File: config.mk
export PLATFORM = sky130hd
export DESIGN_NAME = sgfp_glyph_step
export DESIGN_NICKNAME = d
export VERILOG_FILES = /design/src/sv/sgfp_pkg.sv /design/src/sv/sgfp_glyph_step.sv
export SDC_FILE = /design/constraint.sdc
export NUM_CORES = 1
export LEC_CHECK = 0
export ABC_AREA = 1
export ABC_CLOCK_PERIOD_IN_PS = 3000
export BUFFER_PORTS_ARGS = -buffer_cell sky130_fd_sc_hd__buf_2
export CAP_MARGIN = 25
export CORE_MARGIN = 2
export CORE_UTILIZATION = 45
export DETAILED_ROUTE_END_ITERATION = 8
export PLACE_DENSITY = 0.66
export SLEW_MARGIN = 20
export SYNTH_ARGS = -nofsm -noshare
export SYNTH_HDL_FRONTEND = slang
export SYNTH_SLANG_ARGS = --single-unit
File: constraint.sdc
create_clock -name clk -period 3 [get_ports clk]
set_clock_uncertainty 0.2 [all_clocks]
set_input_delay 0.6 -clock clk [delete_from_list [all_inputs] [get_ports clk]]
set_output_delay 0.6 -clock clk [all_outputs]
set_load 0.01 [all_outputs]
File: src/sv/sgfp_pkg.sv
`timescale 1ns / 1ps

package sgfp_pkg;

    // Command opcodes
    localparam logic [2:0] OP_CLEAR    = 3'd0;
    localparam logic [2:0] OP_FILL_TOP = 3'd1;
    localparam logic [2:0] OP_FILL_LOW = 3'd2;
    localparam logic [2:0] OP_DRAW     = 3'd3;
    localparam logic [2:0] OP_READ     = 3'd4;

    // Glyph cell geometry
    localparam int GLYPH_COLS = 5;
    localparam int GLYPH_ROWS = 7;

    // Coordinate widths: signed field plus head room for the scaled cell
    localparam int X_W = 11;
    localparam int Y_W = 10;

    // Column-major glyph bitmap, bit r of column c is row r
    typedef logic [0:GLYPH_COLS-1][GLYPH_ROWS-1:0] glyph_t;

    typedef struct packed {
        logic   found;
        glyph_t cols;
    } font_hit_t;

    // Sequencer to glyph stepper
    typedef struct packed {
        logic start;
        logic advance;
    } step_ctrl_t;

    // Glyph stepper to sequencer
    typedef struct packed {
        logic lit;
        logic last;
    } step_stat_t;

    typedef enum logic [2:0] {
        ST_INIT,
        ST_IDLE,
        ST_SWEEP,
        ST_READ,
        ST_DRAW_PIX,
        ST_DRAW_WR,
        ST_DONE
    } state_t;

    // Look up a character in the 19-entry font ROM
    function automatic font_hit_t font_lookup(input logic [7:0] code);
        font_hit_t hit;
        hit.found = 1'b1;
        case (code)
            8'h20: hit.cols = {7'h00, 7'h00, 7'h00, 7'h00, 7'h00}; // space
            8'h2C: hit.cols = {7'h00, 7'h50, 7'h30, 7'h00, 7'h00}; // comma
            8'h48: hit.cols = {7'h7F, 7'h08, 7'h08, 7'h08, 7'h7F}; // H
            8'h49: hit.cols = {7'h00, 7'h41, 7'h7F, 7'h41, 7'h00}; // I
            8'h52: hit.cols = {7'h7F, 7'h09, 7'h19, 7'h29, 7'h46}; // R
            8'h53: hit.cols = {7'h46, 7'h49, 7'h49, 7'h49, 7'h31}; // S
            8'h54: hit.cols = {7'h01, 7'h01, 7'h7F, 7'h01, 7'h01}; // T
            8'h61: hit.cols = {7'h20, 7'h54, 7'h54, 7'h54, 7'h78}; // a
            8'h65: hit.cols = {7'h38, 7'h54, 7'h54, 7'h54, 7'h18}; // e
            8'h68: hit.cols = {7'h7F, 7'h08, 7'h04, 7'h04, 7'h78}; // h
            8'h69: hit.cols = {7'h00, 7'h44, 7'h7D, 7'h40, 7'h00}; // i
            8'h6B: hit.cols = {7'h7F, 7'h10, 7'h28, 7'h44, 7'h00}; // k
            8'h6C: hit.cols = {7'h00, 7'h41, 7'h7F, 7'h40, 7'h00}; // l
            8'h6D: hit.cols = {7'h7C, 7'h04, 7'h18, 7'h04, 7'h78}; // m
            8'h6E: hit.cols = {7'h7C, 7'h08, 7'h04, 7'h04, 7'h78}; // n
            8'h6F: hit.cols = {7'h38, 7'h44, 7'h44, 7'h44, 7'h38}; // o
            8'h72: hit.cols = {7'h7C, 7'h08, 7'h04, 7'h04, 7'h08}; // r
            8'h74: hit.cols = {7'h04, 7'h3F, 7'h44, 7'h40, 7'h20}; // t
            8'h79: hit.cols = {7'h0C, 7'h50, 7'h50, 7'h50, 7'h3C}; // y
            default:
            begin
                hit.found = 1'b0;
                hit.cols  = '0;
            end
        endcase
        return hit;
    endfunction

endpackage

File: src/sv/sgfp_glyph_step.sv
`timescale 1ns / 1ps

// Walks the glyph cell: column, row, then the scale-by-scale square of each
// lit glyph pixel, keeping the current screen coordinate with small adders.
module sgfp_glyph_step (
    input  logic                                clk,
    input  logic                                rst_n,
    input  sgfp_pkg::step_ctrl_t                ctrl,
    input  logic [3:0]                          scale,
    input  logic signed [sgfp_pkg::X_W-1:0]     x0,
    input  logic signed [sgfp_pkg::Y_W-1:0]     y0,
    input  sgfp_pkg::glyph_t                    cols,
    output sgfp_pkg::step_stat_t                stat,
    output logic signed [sgfp_pkg::X_W-1:0]     px,
    output logic signed [sgfp_pkg::Y_W-1:0]     py
);

    sgfp_pkg::glyph_t                  cols_reg;
    logic signed [sgfp_pkg::Y_W-1:0]   y0_reg;
    logic [2:0]                        col_reg, col_next;
    logic [2:0]                        row_reg, row_next;
    logic [3:0]                        dx_reg, dx_next;
    logic [3:0]                        dy_reg, dy_next;
    logic signed [sgfp_pkg::X_W-1:0]   col_x_reg, col_x_next;
    logic signed [sgfp_pkg::Y_W-1:0]   row_y_reg, row_y_next;
    logic signed [sgfp_pkg::X_W-1:0]   cur_x_reg, cur_x_next;
    logic signed [sgfp_pkg::Y_W-1:0]   cur_y_reg, cur_y_next;

    logic [3:0]                        scale_m1;
    logic signed [sgfp_pkg::X_W-1:0]   step_x;
    logic signed [sgfp_pkg::Y_W-1:0]   step_y;
    logic                              lit;
    logic                              sq_end;
    logic                              glyph_end;
    logic                              next_glyph;

    // Decode the current position
    assign scale_m1   = scale - 4'd1;
    assign step_x     = $signed(sgfp_pkg::X_W'(scale));
    assign step_y     = $signed(sgfp_pkg::Y_W'(scale));
    assign lit        = cols_reg[col_reg][row_reg];
    assign sq_end     = (dx_reg == scale_m1) && (dy_reg == scale_m1);
    assign glyph_end  = (col_reg == 3'(sgfp_pkg::GLYPH_COLS - 1)) &&
                        (row_reg == 3'(sgfp_pkg::GLYPH_ROWS - 1));
    assign next_glyph = !lit || sq_end;

    assign stat.lit  = lit;
    assign stat.last = glyph_end && next_glyph;
    assign px        = cur_x_reg;
    assign py        = cur_y_reg;

    // Advance to the next square pixel or the next glyph pixel
    always_comb
    begin
        col_next   = col_reg;
        row_next   = row_reg;
        dx_next    = dx_reg;
        dy_next    = dy_reg;
        col_x_next = col_x_reg;
        row_y_next = row_y_reg;
        cur_x_next = cur_x_reg;
        cur_y_next = cur_y_reg;
        if (ctrl.start)
        begin
            col_next   = '0;
            row_next   = '0;
            dx_next    = '0;
            dy_next    = '0;
            col_x_next = x0;
            row_y_next = y0;
            cur_x_next = x0;
            cur_y_next = y0;
        end
        else if (ctrl.advance)
        begin
            if (next_glyph)
            begin
                dx_next = '0;
                dy_next = '0;
                if (row_reg == 3'(sgfp_pkg::GLYPH_ROWS - 1))
                begin
                    row_next   = '0;
                    col_next   = col_reg + 3'd1;
                    col_x_next = col_x_reg + step_x;
                    row_y_next = y0_reg;
                    cur_x_next = col_x_next;
                    cur_y_next = y0_reg;
                end
                else
                begin
                    row_next   = row_reg + 3'd1;
                    row_y_next = row_y_reg + step_y;
                    cur_x_next = col_x_reg;
                    cur_y_next = row_y_next;
                end
            end
            else if (dx_reg == scale_m1)
            begin
                dx_next    = '0;
                dy_next    = dy_reg + 4'd1;
                cur_x_next = col_x_reg;
                cur_y_next = cur_y_reg + sgfp_pkg::Y_W'(1);
            end
            else
            begin
                dx_next    = dx_reg + 4'd1;
                cur_x_next = cur_x_reg + sgfp_pkg::X_W'(1);
            end
        end
    end

    // Hold the position counters
    always_ff @(posedge clk or negedge rst_n)
    begin
        if (!rst_n)
        begin
            col_reg <= '0;
            row_reg <= '0;
            dx_reg  <= '0;
            dy_reg  <= '0;
        end
        else
        begin
            col_reg <= col_next;
            row_reg <= row_next;
            dx_reg  <= dx_next;
            dy_reg  <= dy_next;
        end
    end

    // Hold the coordinates and the glyph bitmap
    always_ff @(posedge clk)
    begin
        if (ctrl.start)
        begin
            cols_reg <= cols;
            y0_reg   <= y0;
        end
        col_x_reg <= col_x_next;
        row_y_reg <= row_y_next;
        cur_x_reg <= cur_x_next;
        cur_y_reg <= cur_y_next;
    end

endmodule

==> reports/summary.md, run 1 <==
The run finished with clean final reports. Relative contribution of sequential cells to total power: 38.9%. The die is 117 microns tall. By area the synthesized netlist is led by sky130_fd_sc_hd__edfxtp_1 (46%), sky130_fd_sc_hd__nand2_1 (12%), sky130_fd_sc_hd__dfrtp_1 (6.1%). The global route total overflow was 0.

In this run the core area contains 41 standard-cell rows. The final-report setup violation count is 0. The internal power contribution came out at 3690 uW.

The total number of clock tree sinks is 101, and the all-layer global routing usage is 20.5%. The number of filler cells placed in the layout is 1,209. After synthesis, the most frequently instantiated cells are sky130_fd_sc_hd__nand2_1 (184), sky130_fd_sc_hd__edfxtp_1 (87), sky130_fd_sc_hd__inv_1 (61), sky130_fd_sc_hd__nor2_1 (61), sky130_fd_sc_hd__nand3_1 (49). The most used flip-flop cell after synthesis is sky130_fd_sc_hd__edfxtp_1.

The number of global-route vias before repair was 4,484; the flip-flop count of the largest register after layout was 35. Of the cells placed in the final design, the portion with a size suffix greater than 1 is 19.8%. The total negative slack for setup checks was 0 ns. The signal arrival time at the worst endpoint came out at 2.04 ns.

STA classifies the critical path endpoint as a primary output. The worst setup path is of the in2out kind. The I/O pin count was 87. In this run the deepest clock path goes through 2 buffers. Total routed wirelength: 13.1 mm. Setup repair after global routing left no endpoint under its margin. The clock insertion delay at the later pin of the skew report is 0.36 ns. In this run the worst hold path is classified as in2reg. The clock tree synthesis step divided the H-tree into 3 levels. Clock tree synthesis selected as its root buffer the cell sky130_fd_sc_hd__clkbuf_16. Synthesis produced 640 cells. After detailed routing, the number of vias per cell comes to 5.08. In this design, the critical path's most frequently occurring cell is sky130_fd_sc_hd__nand2_1. The run gives 2.20 ns as the data required time at the worst endpoint. The flip-flop and latch count after synthesis was 101; the relative slew slack was 62.8%. The net switching power was 2670 uW. In the final routed layout, each cell accounts on average for 14.4 microns. Once the floorplan was initialized, standard cells occupied 45.6% of the core. The run gives 51.9% as the post-synthesis sequential area ratio. TritonCTS built the clock tree. Summed over its instances, the top area cell type makes up 45.8% of the synthesized netlist area. In this run the remaining antenna-violating nets after routing total 0.

Across the run, the number of max-cap violations was 0. The tools report the initial antenna violation count as 0. Fraction of registers with async set or reset after synthesis: 13.9%. The most area-hungry cell type in the Yosys netlist was sky130_fd_sc_hd__edfxtp_1. The tools report the total DRC errors in the routed layout as 0. The largest individual stage delay along the critical path comes from the cell sky130_fd_sc_hd__or2_1. The combined area of the multi-input logic cells came out at 2370 sq um.

The via count is 4,640, and the net switching share of the total power is 41.9%. The largest net degree at the start of global routing is 42, and the count of antenna diodes in the layout is 0. By instance count, the leading cell after synthesis is sky130_fd_sc_hd__nand2_1. The count of port buffers added during placement works out to 86. STA classifies the critical path startpoint as a primary input. The logs give 0 for the hold violation total from the final report and 0.889 for the placer's final routability congestion estimate. For this design the ratio of total power to cell area is 950 nW/um^2. In this run the static leakage power is 0.00300 uW. The die is 117 microns wide.

The first detailed-routing pass took 5 iterations. The run gives 0 as the final number of max-transition violations. The share of the clock period used by the worst path is 94.6%.

The signal on the critical path passes through buf_4, inv_2, ha_4, or2_1, nand2_1, nand2_1, nand2_1, nand3_1, nor2_2, nand2_2, nand3_2, nand4_1, inv_1, buf_6. Of the total power, combinational logic draws 43.0%. The highest cell delay on the worst timing path was 0.23 ns. Yosys warning count: 0. The logs give 2970 sq um for the register area and 0.452 mV for the maximum ir drop on the vdd rail. The detailed-placement wirelength estimate is 9.45 mm. Synthesis produced a netlist with a net count of 721. The wire length of the first global-routing pass came out at 21.4 mm. The number of nets in the layout is 817, and the top fanout value on the critical path is 5.

Number of CTS-inserted buffers: 9. The die area was 13,600 sq um; the slew at the pin with the worst max-slew slack was 0.554 ns. In this run, the clock network consumes 18.1% of the power. The area growth from synthesis to layout came out at 17.3%. Yosys mapped a number of flops with a built-in enable equal to 87. The number of DRC markers in iteration 0 was 333; the filler-free cell count of the finished design was 913.

Counting distinct cell types in the post-synthesis netlist gives 47. The synthesized netlist occupies a cell area of 5710 sq um. After detailed placement, the design holds a cell count of 895.

The minimum clock period was 2.84 ns; the area of the core was 12,500 sq um. For this run, the top clock speed supported by timing is 0.352 GHz. Each instance of the synthesized netlist takes up on average 8.92 sq um. The final hold slack is 0.211 ns, and the post-CTS clock slew at the launch and capture registers of the worst setup and hold paths is 0.07 ns.
==> worst max-delay path, delay by kind of cell <==
| family | cells | cell delay [ns] |
|---|---|---|
| AND/OR/NAND/NOR | 9 | 0.87 |
| buffers and inverters | 4 | 0.40 |
| adder cells (fa/ha/maj) | 1 | 0.16 |
==> final timing paths <==
kind | from | endpoint | slack [ns] | cells after the start
min in group asynchronous | rst_n | col_reg[0] | 0.49 | 2
max | scale[0] | stat[0] | 0.16 | 14
max in group asynchronous | rst_n | row_reg[0] | 1.85 | 2
max reg2reg | col_x_reg[0] | px[10] | 0.40 | 13
min | cols[18] | cols_reg[18] | 0.21 | 1
min reg2reg | dy_reg[3] | dy_reg[3] | 0.34 | 2
==> metal layers <==
| layer | up-vias | part of all wire [%] | wire (microns) | global-route usage (%) |
|---|---|---|---|---|
| met3 | 19 | 5.6 | 729 | 4.93 |
| met4 | 0 | 1.8 | 232 | 8.63 |
| met2 | 134 | 47 | 6130 | 33.2 |
| met1 | 2150 | 46 | 6010 | 26.6 |
| li1 | 2337 | - | - | - |
| met5 | - | 0 | 0 | 0 |
==> through the flow <==
step	power, uW	instance area [sq um]	worst slack [ns]	utilization [%]
after floorplan	4430	5710	0.180	-
after global placement	5150	6340	0.0959	50.7
after detailed placement	5220	6340	-0.00394	50.7
after CTS	6390	6650	0.0140	53.1
after global routing	6860	6690	0.00819	53.5
final	6360	6690	0.161	53.5
==> logic make-up (layout without fill, tap and decap cells) <==
family	after synthesis	in the layout	share of synthesized area (%)
AO/OA/AOI/OAI	77	77	8.09
adder cells (fa/ha/maj)	17	17	3.99
buffers and inverters	86	187	6.73
XOR/XNOR	27	27	4.14
AND/OR/NAND/NOR	332	332	25.1
flip-flops	101	101	51.9
==> cell usage in the layout, fill, tap and decap left out, types with 2 or more instances in the layout <==
cell type / netlist / final
sky130_fd_sc_hd__nor3_1: 4 / 4
sky130_fd_sc_hd__dfrtp_1: 14 / 12
sky130_fd_sc_hd__clkinv_8: 0 / 2
sky130_fd_sc_hd__a221oi_1: 3 / 3
sky130_fd_sc_hd__buf_6: 4 / 2
sky130_fd_sc_hd__edfxtp_1: 87 / 87
sky130_fd_sc_hd__buf_2: 1 / 84
sky130_fd_sc_hd__a21oi_1: 21 / 21
sky130_fd_sc_hd__nor2_4: 2 / 2
sky130_fd_sc_hd__inv_1: 61 / 61
sky130_fd_sc_hd__fa_1: 2 / 2
sky130_fd_sc_hd__a21boi_1: 2 / 2
sky130_fd_sc_hd__dfrtp_2: 0 / 2
sky130_fd_sc_hd__ha_1: 15 / 14
sky130_fd_sc_hd__nand2_1: 184 / 184
sky130_fd_sc_hd__a31oi_1: 2 / 2
sky130_fd_sc_hd__o211ai_1: 14 / 14
sky130_fd_sc_hd__nand2_2: 6 / 6
sky130_fd_sc_hd__xnor2_1: 13 / 13
sky130_fd_sc_hd__inv_2: 7 / 7
sky130_fd_sc_hd__nand3_1: 49 / 49
sky130_fd_sc_hd__or2_2: 3 / 3
sky130_fd_sc_hd__xor2_1: 14 / 14
sky130_fd_sc_hd__o21ai_0: 18 / 17
sky130_fd_sc_hd__inv_6: 1 / 2
sky130_fd_sc_hd__nor2_2: 4 / 5
sky130_fd_sc_hd__o21ai_1: 10 / 11
sky130_fd_sc_hd__nand4_1: 10 / 10
sky130_fd_sc_hd__nand3b_1: 2 / 2
sky130_fd_sc_hd__buf_4: 6 / 12
sky130_fd_sc_hd__clkbuf_16: 0 / 9
sky130_fd_sc_hd__nor2_1: 61 / 60
sky130_fd_sc_hd__clkinvlp_4: 0 / 2
==> repair_timing <==
| item | 4_1_cts | 5_1_grt |
|---|---|---|
| endpoints found under the hold margin | 14 | 0 |
| hold buffers | 1 | 0 |
| gates resized for setup | 0 | 11 |
| buffers inserted | 0 | 1 |
| endpoints found under the setup margin | 0 | 2 |
==> power by group through the flow <==
stage,clock [uW],sequential [uW],combinational [uW]
2_1_floorplan,0,2460,1970
6_report,1150,2470,2740
3_5_place_dp,0,2490,2720
3_3_place_gp,0,2480,2670
5_1_grt,1240,2530,3090
4_1_cts,1180,2460,2740
==> layout make-up <==
| cell class | instances | area share (%) |
|---|---|---|
| inverter | 71 | 4.21 |
| timing repair buffer | 100 | 8.41 |
| tap | 172 | 3.21 |
| multi-input combinational | 453 | 35.5 |
| clock inverter | 7 | 1.03 |
| clock buffer | 9 | 3.36 |
| sequential | 101 | 44.3 |
(Power assumes the default switching activity.)
==> run 2: changes to the inputs <==
BUFFER_PORTS_ARGS = not set   (was -buffer_cell sky130_fd_sc_hd__buf_2)
DONT_BUFFER_PORTS = 1   (was not set)
PLACE_DENSITY = not set   (was 0.66)
==> run 2 against run 1 <==
- first-iteration DRC count fell by 24%
- non-clock buffer count is 90 lower
- sequential share of layout area up 3.4 points
- cell area down 7.1%
- sequential power rose by 4%
- maximum frequency increased by 2.6%
- final cell count fell by 9.9%
- critical path depth down 2
- global-route usage down 0.42 points
- combinational power decreased by 12%
- flip-flop and latch count unchanged
- critical endpoint unchanged
==> reports/summary.md, run 2 (synthesis results as in run 1) <==
The flow ran to the end, and the final reports show no timing, DRC or antenna violations. Internal power contribution: 3630 uW. Filler-free cell count of the finished design: 823. The tools report the total number of clock tree sinks as 101. Clock latency on the worst-skew pair, taken at its later pin, is 0.35 ns.

Clock tree synthesis selected as its root buffer the cell sky130_fd_sc_hd__clkbuf_16. For this design the static power due to leakage is 0.00265 uW. Nature of the critical path startpoint: a flip-flop. The path class of the tightest hold or removal check is in2reg. The total negative slack for setup checks was 0 ns; the die boundary width was 117 microns. The final design utilization came out at 49.7%. The run gives 0 as the total DRC errors in the routed layout. Maximum ir drop on the vdd rail: 0.435 mV. The register with the most flip-flops in the layout has 35 of them. The detailed router finished its first iteration with 254 violations.

The relative contribution of sequential cells to total power came out at 41.5%. The HPWL after detailed placement is 9.22 mm. The run gives 12,500 sq um as the area of the core. In this run the tool buffered the top-level ports with 0 buffer cells. The die covers 13,600 sq um.

In the finished design, the share of the clock period the worst path needs comes to 92.2%. The number of antenna-violating nets in the routed design is 0, and the fraction of final layout cells with drive strength greater than 1 is 8.29%. In this run the vertical extent of the chip is 117 microns. The final route contains 4,284 vias.

The largest net degree at the start of global routing is 76, and the post-CTS clock slew at the launch and capture registers of the worst setup and hold paths is 0.07 ns. After detailed routing, the average wire length per cell comes to 15.6 microns. The post-CTS setup repair buffer count is 0.

Across all hold checks on the routed design, the worst slack comes to 0.135 ns. The final number of max-transition violations came out at 0. The logs give 0 for the count of antenna diodes in the layout and 20.9 mm for the wire length of the first global-routing pass.

The tools report the endpoint class of the critical path as a primary output. Per report_power, the clock group accounts for 19.7% of the total. The number of core rows was 41; the peak clock frequency supported by timing was 0.361 GHz. For the pin with the worst max-slew slack, the measured transition is 0.668 ns. Of the total power, combinational logic draws 38.9%.

The number of global-route vias before repair is 4,263. Setup repair after global routing left no endpoint under its margin. The post-route worst setup slack came out at 0.233 ns. The library cell used most frequently in the layout, excluding fill and tap cells, is sky130_fd_sc_hd__nand2_1.

The power per cell area was 998 nW/um^2; the number of filler cells placed in the layout was 1,195. Before CTS, the worst setup slack after placement is 0.222 ns. The post-placement cell count is 806. All-layer global routing usage: 20.1%. The initial antenna violation count came out at 0. For the hold violation total from the final report, the log shows 0.

In this run the tightest slew margin relative to its limit is 55.3%. Wires add up to 12.9 mm. CTS built an H-tree with a depth of 3. The number of CTS-inserted buffers is 9, and the average vias per placed instance is 5.21. Counting I/O delays and the setup requirement, the final critical path takes 2.77 ns. The sequential cells in the finished layout cover a total of 2960 sq um. I/O pin count: 87.

The internal reg-to-reg setup slack came out at 0.39 ns. The run gives 0 as the max-capacitance violation count. The library cells used most frequently in the layout, excluding fill and tap cells, are sky130_fd_sc_hd__nand2_1 (184), sky130_fd_sc_hd__edfxtp_1 (87), sky130_fd_sc_hd__inv_1 (61), sky130_fd_sc_hd__nor2_1 (61), sky130_fd_sc_hd__nand3_1 (49).

The analysis attributes to net switching a power of 2570 uW. The length of the first detailed-routing pass in iterations came out at 5. Summing all multi-input logic gate instances after layout gives 2360 sq um. The run gives 0 as the final-report setup violation count. The data required time at the worst endpoint is 2.20 ns. The top fanout value on the critical path works out to 19.

TritonCTS built the clock tree. Global routing finished with a remaining overflow of 0. The worst setup path is of the reg2out kind. The final layout contains 727 nets. The tools report the buffer depth of the longest clock path as 2.

The placer's final routability congestion estimate was 0.870; the starting density of the core was 45.6%. The area growth from synthesis to layout is 8.92%. The net switching share of the total power was 41.4%. The signal arrival time at the worst endpoint is 1.97 ns.
-- run 2: cell types whose count changed in the layout (fill, tap and decap cells not counted), moves of 2 or more --
cell,change
sky130_fd_sc_hd__buf_2,-84
sky130_fd_sc_hd__buf_4,-4
sky130_fd_sc_hd__buf_6,-2
sky130_fd_sc_hd__clkinv_8,-2
sky130_fd_sc_hd__clkinvlp_4,-2
-- run 2: cell type report --
cell class,count,share of cell area [%]
sequential,101,47.7
multi-input combinational,453,38.0
inverter,71,4.41
clock buffer,9,3.62
tap,172,3.46
timing repair buffer,10,1.45
clock inverter,7,1.41
-- run 2: stage by stage --
step	total power [uW]	area, sq um
global route	6690	6220
floorplan	4430	5710
global placement	4960	5890
finish	6200	6220
CTS	6240	6210
detailed placement	4990	5890
-- run 2: repair_timing --
action / in CTS / in global routing
gates resized for setup: 0 / 1
hold buffers: 1 / 0
endpoints found under the hold margin: 14 / 0
setup endpoints to repair: 0 / 1
-- run 2: final timing paths --
kind                       cells past startpoint    startpoint          to
max                                           12    col_reg[0]     stat[0]
min                                            0         y0[7]   y0_reg[7]
max reg2reg                                   13  col_x_reg[0]      px[10]
min reg2reg                                    2    col_reg[1]  col_reg[1]
max in group asynchronous                      1         rst_n  row_reg[0]
min in group asynchronous                      1         rst_n   dy_reg[0]
-- run 2: metal layers --
metal / track usage (%) / share of wire (%) / vias up
met5: 0 / 0 / -
met4: 7.22 / 1.8 / 0
met3: 4.57 / 5.3 / 17
met2: 33.3 / 48 / 110
met1: 26.0 / 45 / 2000
li1: - / - / 2157
-- run 2: power groups by stage --
stage / Combinational [uW] / Sequential [uW] / Clock, uW
global placement: 2380 / 2590 / 0
finish: 2410 / 2570 / 1220
global route: 2760 / 2630 / 1300
floorplan: 1970 / 2460 / 0
detailed placement: 2400 / 2590 / 0
CTS: 2420 / 2570 / 1260
-- run 2: critical path, stage by stage (launching register included) --
cell,delay [ns]
sky130_fd_sc_hd__dfrtp_1,0.36
sky130_fd_sc_hd__buf_4,0.21
sky130_fd_sc_hd__inv_6,0.15
sky130_fd_sc_hd__nand2_1,0.07
sky130_fd_sc_hd__nand3_1,0.07
sky130_fd_sc_hd__nand2_1,0.06
sky130_fd_sc_hd__nand2_1,0.05
sky130_fd_sc_hd__nand2_1,0.05
sky130_fd_sc_hd__a21oi_1,0.15
sky130_fd_sc_hd__nand2_2,0.13
sky130_fd_sc_hd__nand3_2,0.09
sky130_fd_sc_hd__nand4_1,0.07
sky130_fd_sc_hd__inv_1,0.13
==> run 3: changes to the inputs <==
ABC_CLOCK_PERIOD_IN_PS = 3550   (was 3000)
CORE_MARGIN = 1.5   (was 2)
clock period = 3.55 ns   (was 3 ns; I/O delays follow)
==> run 3 against run 2 <==
- total power is 17% lower
- clock power is 22% lower
- routed wire length is 0.49% higher
- worst hold slack better by 0.10 ns
- largest power group unchanged
==> reports/summary.md, run 3 (synthesis results as in run 1) <==
The flow ran to the end, and the final reports show no timing, DRC or antenna violations. The tools report the cell at the root of the clock tree as sky130_fd_sc_hd__clkbuf_16. The internal portion of the total power is 2970 uW. The final design utilization came out at 50.4%. The startpoint identified for the worst hold timing path is cols[15]. The count of buffers added on input and output ports is 0. In this run, flip-flops and latches consume 42.9% of the power. The most critical setup path has its startpoint at col_reg[0]. Counting the fill cells in the layout gives 1,183. Prior to clock tree synthesis, the placed netlist has a worst setup slack of 0.518 ns. Leaving out fill and tap cells, the most frequent cell in the layout is sky130_fd_sc_hd__nand2_1. In the layout the commonest cells are sky130_fd_sc_hd__nand2_1 (184), sky130_fd_sc_hd__edfxtp_1 (87), sky130_fd_sc_hd__inv_1 (61), sky130_fd_sc_hd__nor2_1 (61), sky130_fd_sc_hd__nand3_1 (49). The register with the most flip-flops in the layout has 35 of them. The share of total power dissipated in the clock network is 18.3%. The tools report the final number of max-transition violations as 0. After detailed routing, the number of vias per cell comes to 5.31.

Total routed wirelength: 12.9 mm. The tools report the peak clock frequency supported by timing as 0.319 GHz. The starting density of the core is 46.7%. The data required time at the worst endpoint is 2.64 ns. The die covers 13,400 sq um. The tools report the global route total overflow as 0. The post-CTS resize count was 0; the power per cell area was 838 nW/um^2. The largest net degree at the start of global routing was 76; the total met3 wirelength after detailed routing was 932 microns.

Buffers inserted during clock tree synthesis total 9. The post-CTS clock slew at the launch and capture registers of the worst setup and hold paths is 0.08 ns, and the post-route standard cell area excluding fillers is 6150 sq um. The category of the most critical setup path is reg2out. Topmost layer with routed signal wires: met4. Routed wirelength normalized by instance count: 15.8 microns.

Compared with the post-synthesis result, the final layout area differs by 7.83%. For this design the static power due to leakage is 0.00262 uW. The routed layout has 4,341 vias.

At the end of the flow, the number of nets in the layout was 725. The number of antenna-violating nets in the routed design came out at 0. The clock insertion delay at the later pin of the skew report came out at 0.36 ns.

The tools report the all-layer global routing usage as 20.6%. TritonCTS built the clock tree. STA classifies the critical path endpoint as a primary output. The worst path uses 88.2% of the clock period. In this run the post-CTS setup repair buffer count came out at 0.

Summed over all failing endpoints, the final setup total negative slack is 0 ns. The type of the worst min-delay path is in2reg. STA puts the critical path data arrival time at 2.22 ns. The worst register-to-register path begins at col_reg[0]. The logs give 6.07 mm for the routed metal-1 wirelength and 40 for the number of core rows. After detailed placement, the total cell area comes to 5860 sq um. The initial antenna violation count was 0; the length of routed met2 wiring was 5.67 mm. For the length of the first detailed-routing pass in iterations, the log shows 5. Number of buffers inserted by hold repair at cts: 1. In the routed design, unresolved DRC markers number 0.

The logs give 38.8% for the combinational cell fraction of total power and 101 for the total number of clock tree sinks. The die boundary width works out to 116 microns. The logs give 353 for the number of DRC markers in iteration 0 and 4,243 for the number of global-route vias before repair. The post-route netlist has 7.55% of its cells at a drive strength greater than 1. The max-capacitance violation count is 0. For this design the top-level I/O count stands at 87. The nature of the critical path startpoint was a flip-flop. Minimum clock period: 3.13 ns.

Setup repair after global routing left no endpoint under its margin. The count of antenna diodes in the layout is 0. Setup violations remaining at the end of the flow were counted as 0. The die is 116 microns tall.

IR analysis of the VDD net gives a maximum drop of 0.312 mV. Headroom to the max-slew limit came out at 55.6%. The net switching share of the total power was 42.5%; the area of the core was 12,200 sq um.

For this design the total switching power over the nets is 2190 uW. In this run the deepest clock path goes through 2 buffers. The worst path meets setup with 0.417 ns of slack. Detailed placement finished with a half-perimeter wire length of 9.21 mm.

The tools report the placer's final routability congestion estimate as 0.864. Of all nets on the critical path, the largest fanout is 19. The tools report the wire length of the first global-routing pass as 21.0 mm.

Deepest level of the CTS H-tree: 3. The hold violation total from the final report was 0; the slew at the pin with the worst max-slew slack was 0.664 ns.
## run 3: changes by cell type in the layout (fill, tap and decap cells not counted), sizes merged
cell / previous run / this run
inv: 74 / 73
clkinv: 3 / 5
bufinv: 1 / 0
buf: 9 / 7
## run 3: metal layers
layer	vias up	track usage, %
li1	2156	-
met1	2005	28.0
met2	157	32.1
met3	23	5.13
met4	0	7.64
met5	-	0
## run 3: worst paths after layout
kind / to / slack, ns / depth (start not counted)
setup / recovery: stat[0] / 0.42 / 10
hold / removal: cols_reg[15] / 0.24 / 0
setup reg to reg: row_y_reg[2] / 0.65 / 11
hold reg to reg: dy_reg[3] / 0.33 / 2
max in group asynchronous: dy_reg[3] / 2.09 / 1
min in group asynchronous: dy_reg[0] / 0.62 / 1
## run 3: power by group through the flow
stage	sequential (uW)	combinational [uW]	clock (uW)
2_1_floorplan	2080	1660	0
3_3_place_gp	2220	1960	0
3_5_place_dp	2240	1970	0
4_1_cts	2210	2000	964
5_1_grt	2270	2290	1000
6_report	2210	2000	946
## run 3: layout make-up
type / count / area [sq um] / area share, %
Clock inverter: 7 / 58.8 / 0.956
Inverter: 71 / 274 / 4.45
Clock buffer: 9 / 225 / 3.66
Tap cell: 168 / 210 / 3.42
Timing Repair Buffer: 8 / 62.6 / 1.02
Sequential cell: 101 / 2960 / 48.1
Multi-Input combinational cell: 453 / 2360 / 38.3
## run 3: metrics by stage
stage,hold WS [ns],total power (uW),instances
final,0.240,5160,817
after global routing,0.227,5560,817
after CTS,0.231,5180,817
after detailed placement,0.215,4210,800
after global placement,0.215,4180,800
after floorplan,0.214,3740,640
## run 3: worst max-delay path: stages, from the launching register on
cell                      delay [ns]
sky130_fd_sc_hd__dfrtp_1        0.78
sky130_fd_sc_hd__inv_6          0.16
sky130_fd_sc_hd__nand2_1        0.11
sky130_fd_sc_hd__nand3_1        0.06
sky130_fd_sc_hd__nand2_1        0.06
sky130_fd_sc_hd__nand2_1        0.05
sky130_fd_sc_hd__a21oi_1        0.17
sky130_fd_sc_hd__nand2_2        0.13
sky130_fd_sc_hd__nand3_2        0.10
sky130_fd_sc_hd__nand4_1        0.08
sky130_fd_sc_hd__inv_1          0.15
